[config.mk]
export PLATFORM = sky130hd
export DESIGN_NAME = accessory_frame_deframer_flat
export DESIGN_NICKNAME = d
export VERILOG_FILES = /design/src/sv/afd_pkg.sv /design/src/sv/afd_if.sv /design/src/sv/accessory_frame_deframer.sv /design/src/flat_wrapper.sv
export SDC_FILE = /design/constraint.sdc
export NUM_CORES = 1
export LEC_CHECK = 0
export BUFFER_PORTS_ARGS = -buffer_cell sky130_fd_sc_hd__buf_4
export CORE_UTILIZATION = 40
export DETAILED_ROUTE_END_ITERATION = 12
export PLACE_DENSITY_LB_ADDON = 0.12
export SLEW_MARGIN = 40
export SYNTH_ARGS = -nofsm -noshare
export SYNTH_HDL_FRONTEND = slang
export SYNTH_SLANG_ARGS = --single-unit
export TNS_END_PERCENT = 30
[constraint.sdc]
create_clock -name i_clk -period 6.3 [get_ports i_clk]
set_input_delay 0.945 -clock i_clk [delete_from_list [all_inputs] [get_ports i_clk]]
set_output_delay 0.945 -clock i_clk [all_outputs]
set_load 0.1 [all_outputs]
[src/sv/afd_pkg.sv]
package afd_pkg;

    localparam int BYTE_W = 8;
    localparam int KIND_W = 2;

    localparam logic [BYTE_W-1:0] SYNC_FIRST  = 8'hFF;
    localparam logic [BYTE_W-1:0] SYNC_SECOND = 8'h55;
    localparam logic [BYTE_W:0]   SUM_MODULUS = 9'h100;

    typedef enum logic [2:0] {
        PH_HUNT  = 3'd0,
        PH_SYNC2 = 3'd1,
        PH_LEN   = 3'd2,
        PH_DATA  = 3'd3,
        PH_CHECK = 3'd4
    } t_phase;

    typedef enum logic [KIND_W-1:0] {
        KIND_PAYLOAD = 2'd0,
        KIND_GOOD    = 2'd1,
        KIND_BAD     = 2'd2
    } t_kind;

endpackage

[src/sv/afd_if.sv]
// Byte stream in: one received serial byte per item.
interface afd_in_if;
    logic                       valid;
    logic                       ready;
    logic [afd_pkg::BYTE_W-1:0] rx_byte;

    modport source (output valid, output rx_byte, input ready);
    modport sink   (input valid, input rx_byte, output ready);
endinterface

// Result stream out: payload bytes and frame verdicts.
interface afd_out_if;
    logic                       valid;
    logic                       ready;
    logic [afd_pkg::KIND_W-1:0] kind;
    logic [afd_pkg::BYTE_W-1:0] data;
    logic [afd_pkg::BYTE_W-1:0] position;
    logic [afd_pkg::BYTE_W-1:0] frame_length;

    modport source (output valid, output kind, output data, output position,
                    output frame_length, input ready);
    modport sink   (input valid, input kind, input data, input position,
                    input frame_length, output ready);
endinterface

[src/sv/accessory_frame_deframer.sv]
// Accessory frame deframer. Takes one received serial byte per item on i_in and
// finds frames of the form FF 55 <len> <len payload bytes> <checksum>; extra FF
// bytes before the 55 keep the sync, anything else restarts the hunt. Header
// bytes give no result. Each payload byte is passed on at once (kind 0) with its
// index in the frame and the announced length; the checksum byte gives one
// verdict item (kind 1 good, kind 2 bad) carrying the received checksum byte.
// A frame is good when len plus all payload bytes plus the checksum is zero
// modulo 256. A zero length skips straight to the checksum. Nothing is
// buffered: the consumer must drop the payload of a frame marked bad. Rate is
// one byte per cycle while o_out is not held off by ready; a byte goes through
// the input register, then the result register. The rate is set by the frame
// state update, which sees one byte per cycle. The input side keeps taking
// bytes while a result waits, as long as the held byte gives no result.
module accessory_frame_deframer (
    input  logic             i_clk,
    input  logic             i_rst_n,
    afd_in_if.sink           i_in,
    afd_out_if.source        o_out
);

    // input register
    logic                       r_in_valid;
    logic [afd_pkg::BYTE_W-1:0] r_in_byte;

    // frame state
    afd_pkg::t_phase            r_phase, n_phase;
    logic [afd_pkg::BYTE_W-1:0] r_len, n_len;
    logic [afd_pkg::BYTE_W-1:0] r_count, n_count;
    logic [afd_pkg::BYTE_W-1:0] r_sum, n_sum;

    // result register
    logic                       r_out_valid;
    afd_pkg::t_kind             r_kind, n_kind;
    logic [afd_pkg::BYTE_W-1:0] r_data;
    logic [afd_pkg::BYTE_W-1:0] r_pos, n_pos;
    logic [afd_pkg::BYTE_W-1:0] r_flen;

    logic                       res_valid;
    logic                       out_load_ok;
    logic                       s1_fire;
    logic [afd_pkg::BYTE_W-1:0] count_inc;
    logic [afd_pkg::BYTE_W-1:0] expect_sum;

    assign out_load_ok = !r_out_valid || o_out.ready;
    // held byte is consumed when it makes no result or the result slot frees
    assign s1_fire     = r_in_valid && (!res_valid || out_load_ok);
    assign i_in.ready  = !r_in_valid || s1_fire;

    assign count_inc  = r_count + 8'd1;
    assign expect_sum = afd_pkg::BYTE_W'(afd_pkg::SUM_MODULUS - {1'b0, r_sum});

    always_comb begin
        n_phase   = r_phase;
        n_len     = r_len;
        n_count   = r_count;
        n_sum     = r_sum;
        n_kind    = afd_pkg::KIND_PAYLOAD;
        n_pos     = r_count;
        res_valid = 1'b0;
        case (r_phase)
            afd_pkg::PH_SYNC2: begin
                if (r_in_byte == afd_pkg::SYNC_SECOND) begin
                    n_phase = afd_pkg::PH_LEN;
                end else if (r_in_byte != afd_pkg::SYNC_FIRST) begin
                    n_phase = afd_pkg::PH_HUNT;
                end
            end
            afd_pkg::PH_LEN: begin
                n_len   = r_in_byte;
                n_sum   = r_in_byte;
                n_count = '0;
                n_phase = (r_in_byte == '0) ? afd_pkg::PH_CHECK : afd_pkg::PH_DATA;
            end
            afd_pkg::PH_DATA: begin
                res_valid = 1'b1;
                n_sum     = r_sum + r_in_byte;
                n_count   = count_inc;
                if (count_inc == r_len) begin
                    n_phase = afd_pkg::PH_CHECK;
                end
            end
            afd_pkg::PH_CHECK: begin
                res_valid = 1'b1;
                n_kind    = (r_in_byte == expect_sum) ? afd_pkg::KIND_GOOD
                                                      : afd_pkg::KIND_BAD;
                n_pos     = '0;
                n_phase   = afd_pkg::PH_HUNT;
            end
            default: begin
                // hunting; unused codes hunt as well
                n_phase = (r_in_byte == afd_pkg::SYNC_FIRST) ? afd_pkg::PH_SYNC2
                                                             : afd_pkg::PH_HUNT;
            end
        endcase
    end

    always_ff @(posedge i_clk) begin
        if (!i_rst_n) begin
            r_in_valid  <= 1'b0;
            r_out_valid <= 1'b0;
            r_phase     <= afd_pkg::PH_HUNT;
            r_len       <= '0;
            r_count     <= '0;
            r_sum       <= '0;
        end else begin
            if (i_in.ready) begin
                r_in_valid <= i_in.valid;
            end
            if (s1_fire) begin
                r_phase <= n_phase;
                r_len   <= n_len;
                r_count <= n_count;
                r_sum   <= n_sum;
            end
            if (out_load_ok) begin
                r_out_valid <= s1_fire && res_valid;
            end
        end
    end

    always_ff @(posedge i_clk) begin
        if (i_in.ready && i_in.valid) begin
            r_in_byte <= i_in.rx_byte;
        end
        if (out_load_ok && s1_fire && res_valid) begin
            r_kind <= n_kind;
            r_data <= r_in_byte;
            r_pos  <= n_pos;
            r_flen <= r_len;
        end
    end

    assign o_out.valid        = r_out_valid;
    assign o_out.kind         = r_kind;
    assign o_out.data         = r_data;
    assign o_out.position     = r_pos;
    assign o_out.frame_length = r_flen;

    // payload phase always has bytes still to come
    a_count_below_len: assert property (@(posedge i_clk) disable iff (!i_rst_n)
        r_phase == afd_pkg::PH_DATA |-> r_count < r_len)
        else $error("payload count reached length in payload phase");

    // payload index stays inside the announced length
    a_pos_in_frame: assert property (@(posedge i_clk) disable iff (!i_rst_n)
        (r_out_valid && r_kind == afd_pkg::KIND_PAYLOAD) |-> r_pos < r_flen)
        else $error("payload index beyond frame length");

    // verdicts carry index zero
    a_verdict_pos: assert property (@(posedge i_clk) disable iff (!i_rst_n)
        (r_out_valid && r_kind != afd_pkg::KIND_PAYLOAD) |-> r_pos == '0)
        else $error("verdict with nonzero index");

    // a held byte that needs the result slot waits while the slot is blocked
    a_hold_blocked: assert property (@(posedge i_clk) disable iff (!i_rst_n)
        (r_in_valid && res_valid && !out_load_ok) |=>
            (r_in_valid && $stable(r_in_byte) && $stable(r_phase)))
        else $error("byte consumed while result slot blocked");

endmodule
[src/flat_wrapper.sv]
// flat-port wrapper written by rule: the top's interface ports become plain ports
module accessory_frame_deframer_flat 
  (i_clk, i_rst_n, i_in_valid, i_in_rx_byte, i_in_ready, o_out_valid, o_out_kind, o_out_data, o_out_position, o_out_frame_length, o_out_ready);
  afd_in_if i_in_i ();
  afd_out_if o_out_i ();
  input  logic i_clk;
  input  logic i_rst_n;
  input wire logic [$bits(i_in_i.valid)-1:0] i_in_valid;
  input wire logic [$bits(i_in_i.rx_byte)-1:0] i_in_rx_byte;
  output wire logic [$bits(i_in_i.ready)-1:0] i_in_ready;
  output wire logic [$bits(o_out_i.valid)-1:0] o_out_valid;
  output wire logic [$bits(o_out_i.kind)-1:0] o_out_kind;
  output wire logic [$bits(o_out_i.data)-1:0] o_out_data;
  output wire logic [$bits(o_out_i.position)-1:0] o_out_position;
  output wire logic [$bits(o_out_i.frame_length)-1:0] o_out_frame_length;
  input wire logic [$bits(o_out_i.ready)-1:0] o_out_ready;
  assign i_in_i.valid = i_in_valid;
  assign i_in_i.rx_byte = i_in_rx_byte;
  assign i_in_ready = i_in_i.ready;
  assign o_out_valid = o_out_i.valid;
  assign o_out_kind = o_out_i.kind;
  assign o_out_data = o_out_i.data;
  assign o_out_position = o_out_i.position;
  assign o_out_frame_length = o_out_i.frame_length;
  assign o_out_i.ready = o_out_ready;
  accessory_frame_deframer u_core (.i_clk(i_clk), .i_rst_n(i_rst_n), .i_in(i_in_i), .o_out(o_out_i));
endmodule
==> results.py <==
metrics = {
    "status": {
        "status": "complete, no violations",
    },
    "grt": {
        "track_usage": 0.1841,
        "grt-ovfl-total": 0,
        "grt.busiest_layer": "met2",
        "antenna_found_initial": 0,
        "grt_use_met3": 0.03448,
        "use_met2": 0.2728,
        "use_met1": 0.2626,
        "first_global_vias": 2341,
        "grt_pass1_wl_um": 11810,
        "grt_max_degree": 31,
    },
    "power": {
        "powerDensity_nw_per_um2": 227.3,
        "max-vdd-ir-drop_mv": 0.1155,
        "finalPower_uw": 868.1,
        "leakagePower_nw": 1.421,
    },
    "synthesis": {
        "synth.area.mux_share": 0.01261,
        "synth-main-ff-cell": "edfxtp_1",
        "async_flop_share": 0,
        "synth.cell_area_um2": 3276,
        "synth-xor-area-share": 0.06417,
        "ys_warn_count": 0,
        "synth_compound_area_frac": 0.1543,
        "synthCells": 325,
        "synth_top_family_by_area": "simple AND/OR/NAND/NOR gates",
        "synth_edf_count": 34,
        "ys_seq_area_frac": 0.4889,
        "synth.net_count": 347,
        "synth_fa_ha_area_frac": 0.04049,
        "synthSimpleGateAreaFrac": 0.2040,
        "yosys.cell_types.count": 54,
        "ys_seq_elements": 63,
        "syn-mean-instance-area_um2": 10.08,
    },
    "die": {
        "die_w_um": 92.50,
        "die_h_um": 92.50,
        "start_util": 0.4196,
        "core_area_um2": 7807,
        "ios": 40,
        "die-area_um2": 8555,
        "fp-row-count": 32,
    },
    "sta": {
        "rsz0062_at_grt": "false",
        "setup_tns_ps": 0,
        "period_needed_ps": 3200,
        "slew_headroom": 0.5319,
        "hold_slack_ps": 498.3,
        "finalMaxSlewViolations": 0,
        "period_share": 0.5079,
        "setup_viol": 0,
        "fmax_ghz": 0.3125,
        "skew_ps": 10.58,
        "tightest_slew_ps": 702.1,
        "finalHoldViolCount": 0,
    },
    "route": {
        "routed_via_density": 5.334,
        "ant_nets": 0,
        "drt_wl_total_um": 7175,
        "drtIter0Drc": 151,
        "drcViolationCount": 0,
        "routedWlPerCell_um": 15.36,
        "num_vias": 2491,
        "drtPass1Iterations": 4,
    },
    "cells_and_area": {
        "fill_cells": 757,
        "n_antenna_cell": 0,
        "drive_gt1_frac": 0.1863,
        "final_area_um2": 3820,
        "final_util": 0.4893,
        "nets": 382,
        "area_growth_pct": 16.62,
    },
    "clocking": {
        "postCtsHoldBufs": 0,
        "clk_pin_slew_worst_paths_ps": 80,
        "cts_resized": 0,
        "clk_path_buf_depth": 2,
        "cts_tree": "built",
        "cts_sinks": 63,
        "clk_latency_ps": 340,
        "cts_inserted_buffers": 9,
        "htreeDepth": 3,
        "cts_root_buffer": "clkbuf_8",
        "cts_setup_buffers": 0,
    },
    "run": {
        "cap_violations": 0,
    },
    "placed_design": {
        "io_buffers": 39,
        "place_area_um2": 3623,
        "hpwlAfterDp_um": 5025,
        "routabilityCongestion": 0.8069,
    },
    "critical_path": {
        "worst_ep_required_time_ps": 5350,
        "cp-end-kind": "output pin",
        "worstPathArrival_ps": 2250,
        "startpoint_type": "register",
        "worstPathMaxFanout": 21,
        "path_class": "register to output pin",
    },
    "min_path": {
        "min_path_type": "register to register",
    },
}
==> cell usage after synthesis (all sizes together), types with 2 or more instances <==
cell type / count / area share
nand4: 4 / 0.0076
nor3b: 3 / 0.0069
nand3: 10 / 0.021
inv: 9 / 0.010
o21ai: 22 / 0.035
o211ai: 7 / 0.016
nor4b: 2 / 0.0053
nor2b: 12 / 0.024
xor2: 12 / 0.032
a21oi: 13 / 0.020
nand2: 39 / 0.045
nor3: 10 / 0.015
o221ai: 2 / 0.0053
and3: 5 / 0.0099
nor4: 4 / 0.012
ha: 9 / 0.034
nor2: 12 / 0.016
and2: 14 / 0.027
o211a: 2 / 0.0061
clkbuf: 8 / 0.011
a211oi: 2 / 0.0046
or3: 3 / 0.0057
a31oi: 4 / 0.0076
o21a: 2 / 0.0046
xnor2: 12 / 0.032
edfxtp: 34 / 0.31
or2: 2 / 0.0038
dfxtp: 29 / 0.18
buf: 8 / 0.015
a21boi: 16 / 0.037
mux2i: 3 / 0.0092
==> per-stage QoR <==
| step | worst slack, ps | cells |
|---|---|---|
| after floorplan | 3416 | 325 |
| after global placement | 3513 | 451 |
| after detailed placement | 3468 | 451 |
| after CTS | 3070 | 467 |
| after global routing | 2941 | 467 |
| final | 3100 | 467 |
==> state kept, by name, indices dropped and copies added (netlist names) <==
name and count:
u_core.o_out.data 8, u_core.o_out.frame_length 8, u_core.o_out.kind 2, u_core.o_out.position 8, u_core.o_out.valid 1, u_core.r_count 8, u_core.r_in_byte 8, u_core.r_in_valid 1
u_core.r_len 8, u_core.r_phase 3, u_core.r_sum 8
==> report_power, final <==
| group | internal [mW] | leakage [nW] | switching [mW] |
|---|---|---|---|
| sequential | 0.439 | 0.581 | 0.0179 |
| combinational | 0.0285 | 0.743 | 0.0328 |
| clock | 0.183 | 0.0972 | 0.166 |
| total | 0.651 | 1.42 | 0.217 |
==> worst paths after layout <==
check,from,endpoint,slack [ps],cells after the start
max,u_core.r_phase[0],i_in_ready,3100,4
min reg2reg,u_core.r_len[3],u_core.o_out.frame_length[3],500,0
min,u_core.r_len[3],u_core.o_out.frame_length[3],500,0
max reg2reg,u_core.r_phase[0],u_core.o_out.data[0],3910,6
==> layer usage <==
metal  routed length, um  share of wire
met1                3541           0.49
met2                3123           0.44
met3                 404          0.056
met4                 106          0.015
met5                   0              0
==> cell type report <==
cell class / count / area [um2] / share of cell area
sequential: 63 / 1602 / 0.4193
multi-input combinational: 237 / 1560 / 0.4085
timing repair buffer: 40 / 300.3 / 0.07861
tap: 102 / 127.6 / 0.03341
clock buffer: 9 / 123.9 / 0.03243
clock inverter: 7 / 72.57 / 0.01900
inverter: 9 / 33.78 / 0.008844
==> logic make-up after synthesis <==
logic type	Yosys count
adders and majority gates	10
muxes	4
AOI/OAI and AO/OA	77
DFF	63
buffers and inverters	25
xor gates and xnor gates	24
and+or+nand+nor	122
==> worst max-delay path, cell delays in order, from the launching register on <==
cell	delay [ps]
dfxtp_1	750
and2_2	430
o21ai_0	170
or2_2	310
buf_4	240
==> placed cells by master (no fill, tap or decap), types with 2 or more instances in the layout <==
| master | Yosys | routed |
|---|---|---|
| dfxtp_1 | 29 | 29 |
| nor2b_2 | 1 | 2 |
| nor3b_1 | 3 | 3 |
| and3_1 | 4 | 4 |
| nand4_1 | 4 | 4 |
| clkbuf_8 | 0 | 9 |
| nand3_1 | 8 | 8 |
| buf_4 | 3 | 40 |
| and2_1 | 13 | 13 |
| ha_1 | 9 | 9 |
| o211ai_1 | 7 | 7 |
| a31oi_1 | 4 | 4 |
| inv_1 | 9 | 9 |
| nor4_1 | 3 | 3 |
| nor2_1 | 11 | 11 |
| o21ai_0 | 21 | 21 |
| edfxtp_1 | 34 | 34 |
| o211a_1 | 2 | 2 |
| or3_1 | 3 | 3 |
| or2_2 | 2 | 2 |
| clkinv_4 | 0 | 2 |
| a21oi_1 | 13 | 13 |
| nor3_1 | 10 | 10 |
| o21a_1 | 2 | 2 |
| o221ai_1 | 2 | 2 |
| nor4b_1 | 2 | 2 |
| nand2_1 | 38 | 38 |
| mux2i_1 | 3 | 3 |
| xor2_1 | 12 | 12 |
| a211oi_1 | 2 | 2 |
| xnor2_1 | 12 | 12 |
| a21boi_0 | 16 | 16 |
| nor2b_1 | 11 | 10 |
(Power assumes the default switching activity.)
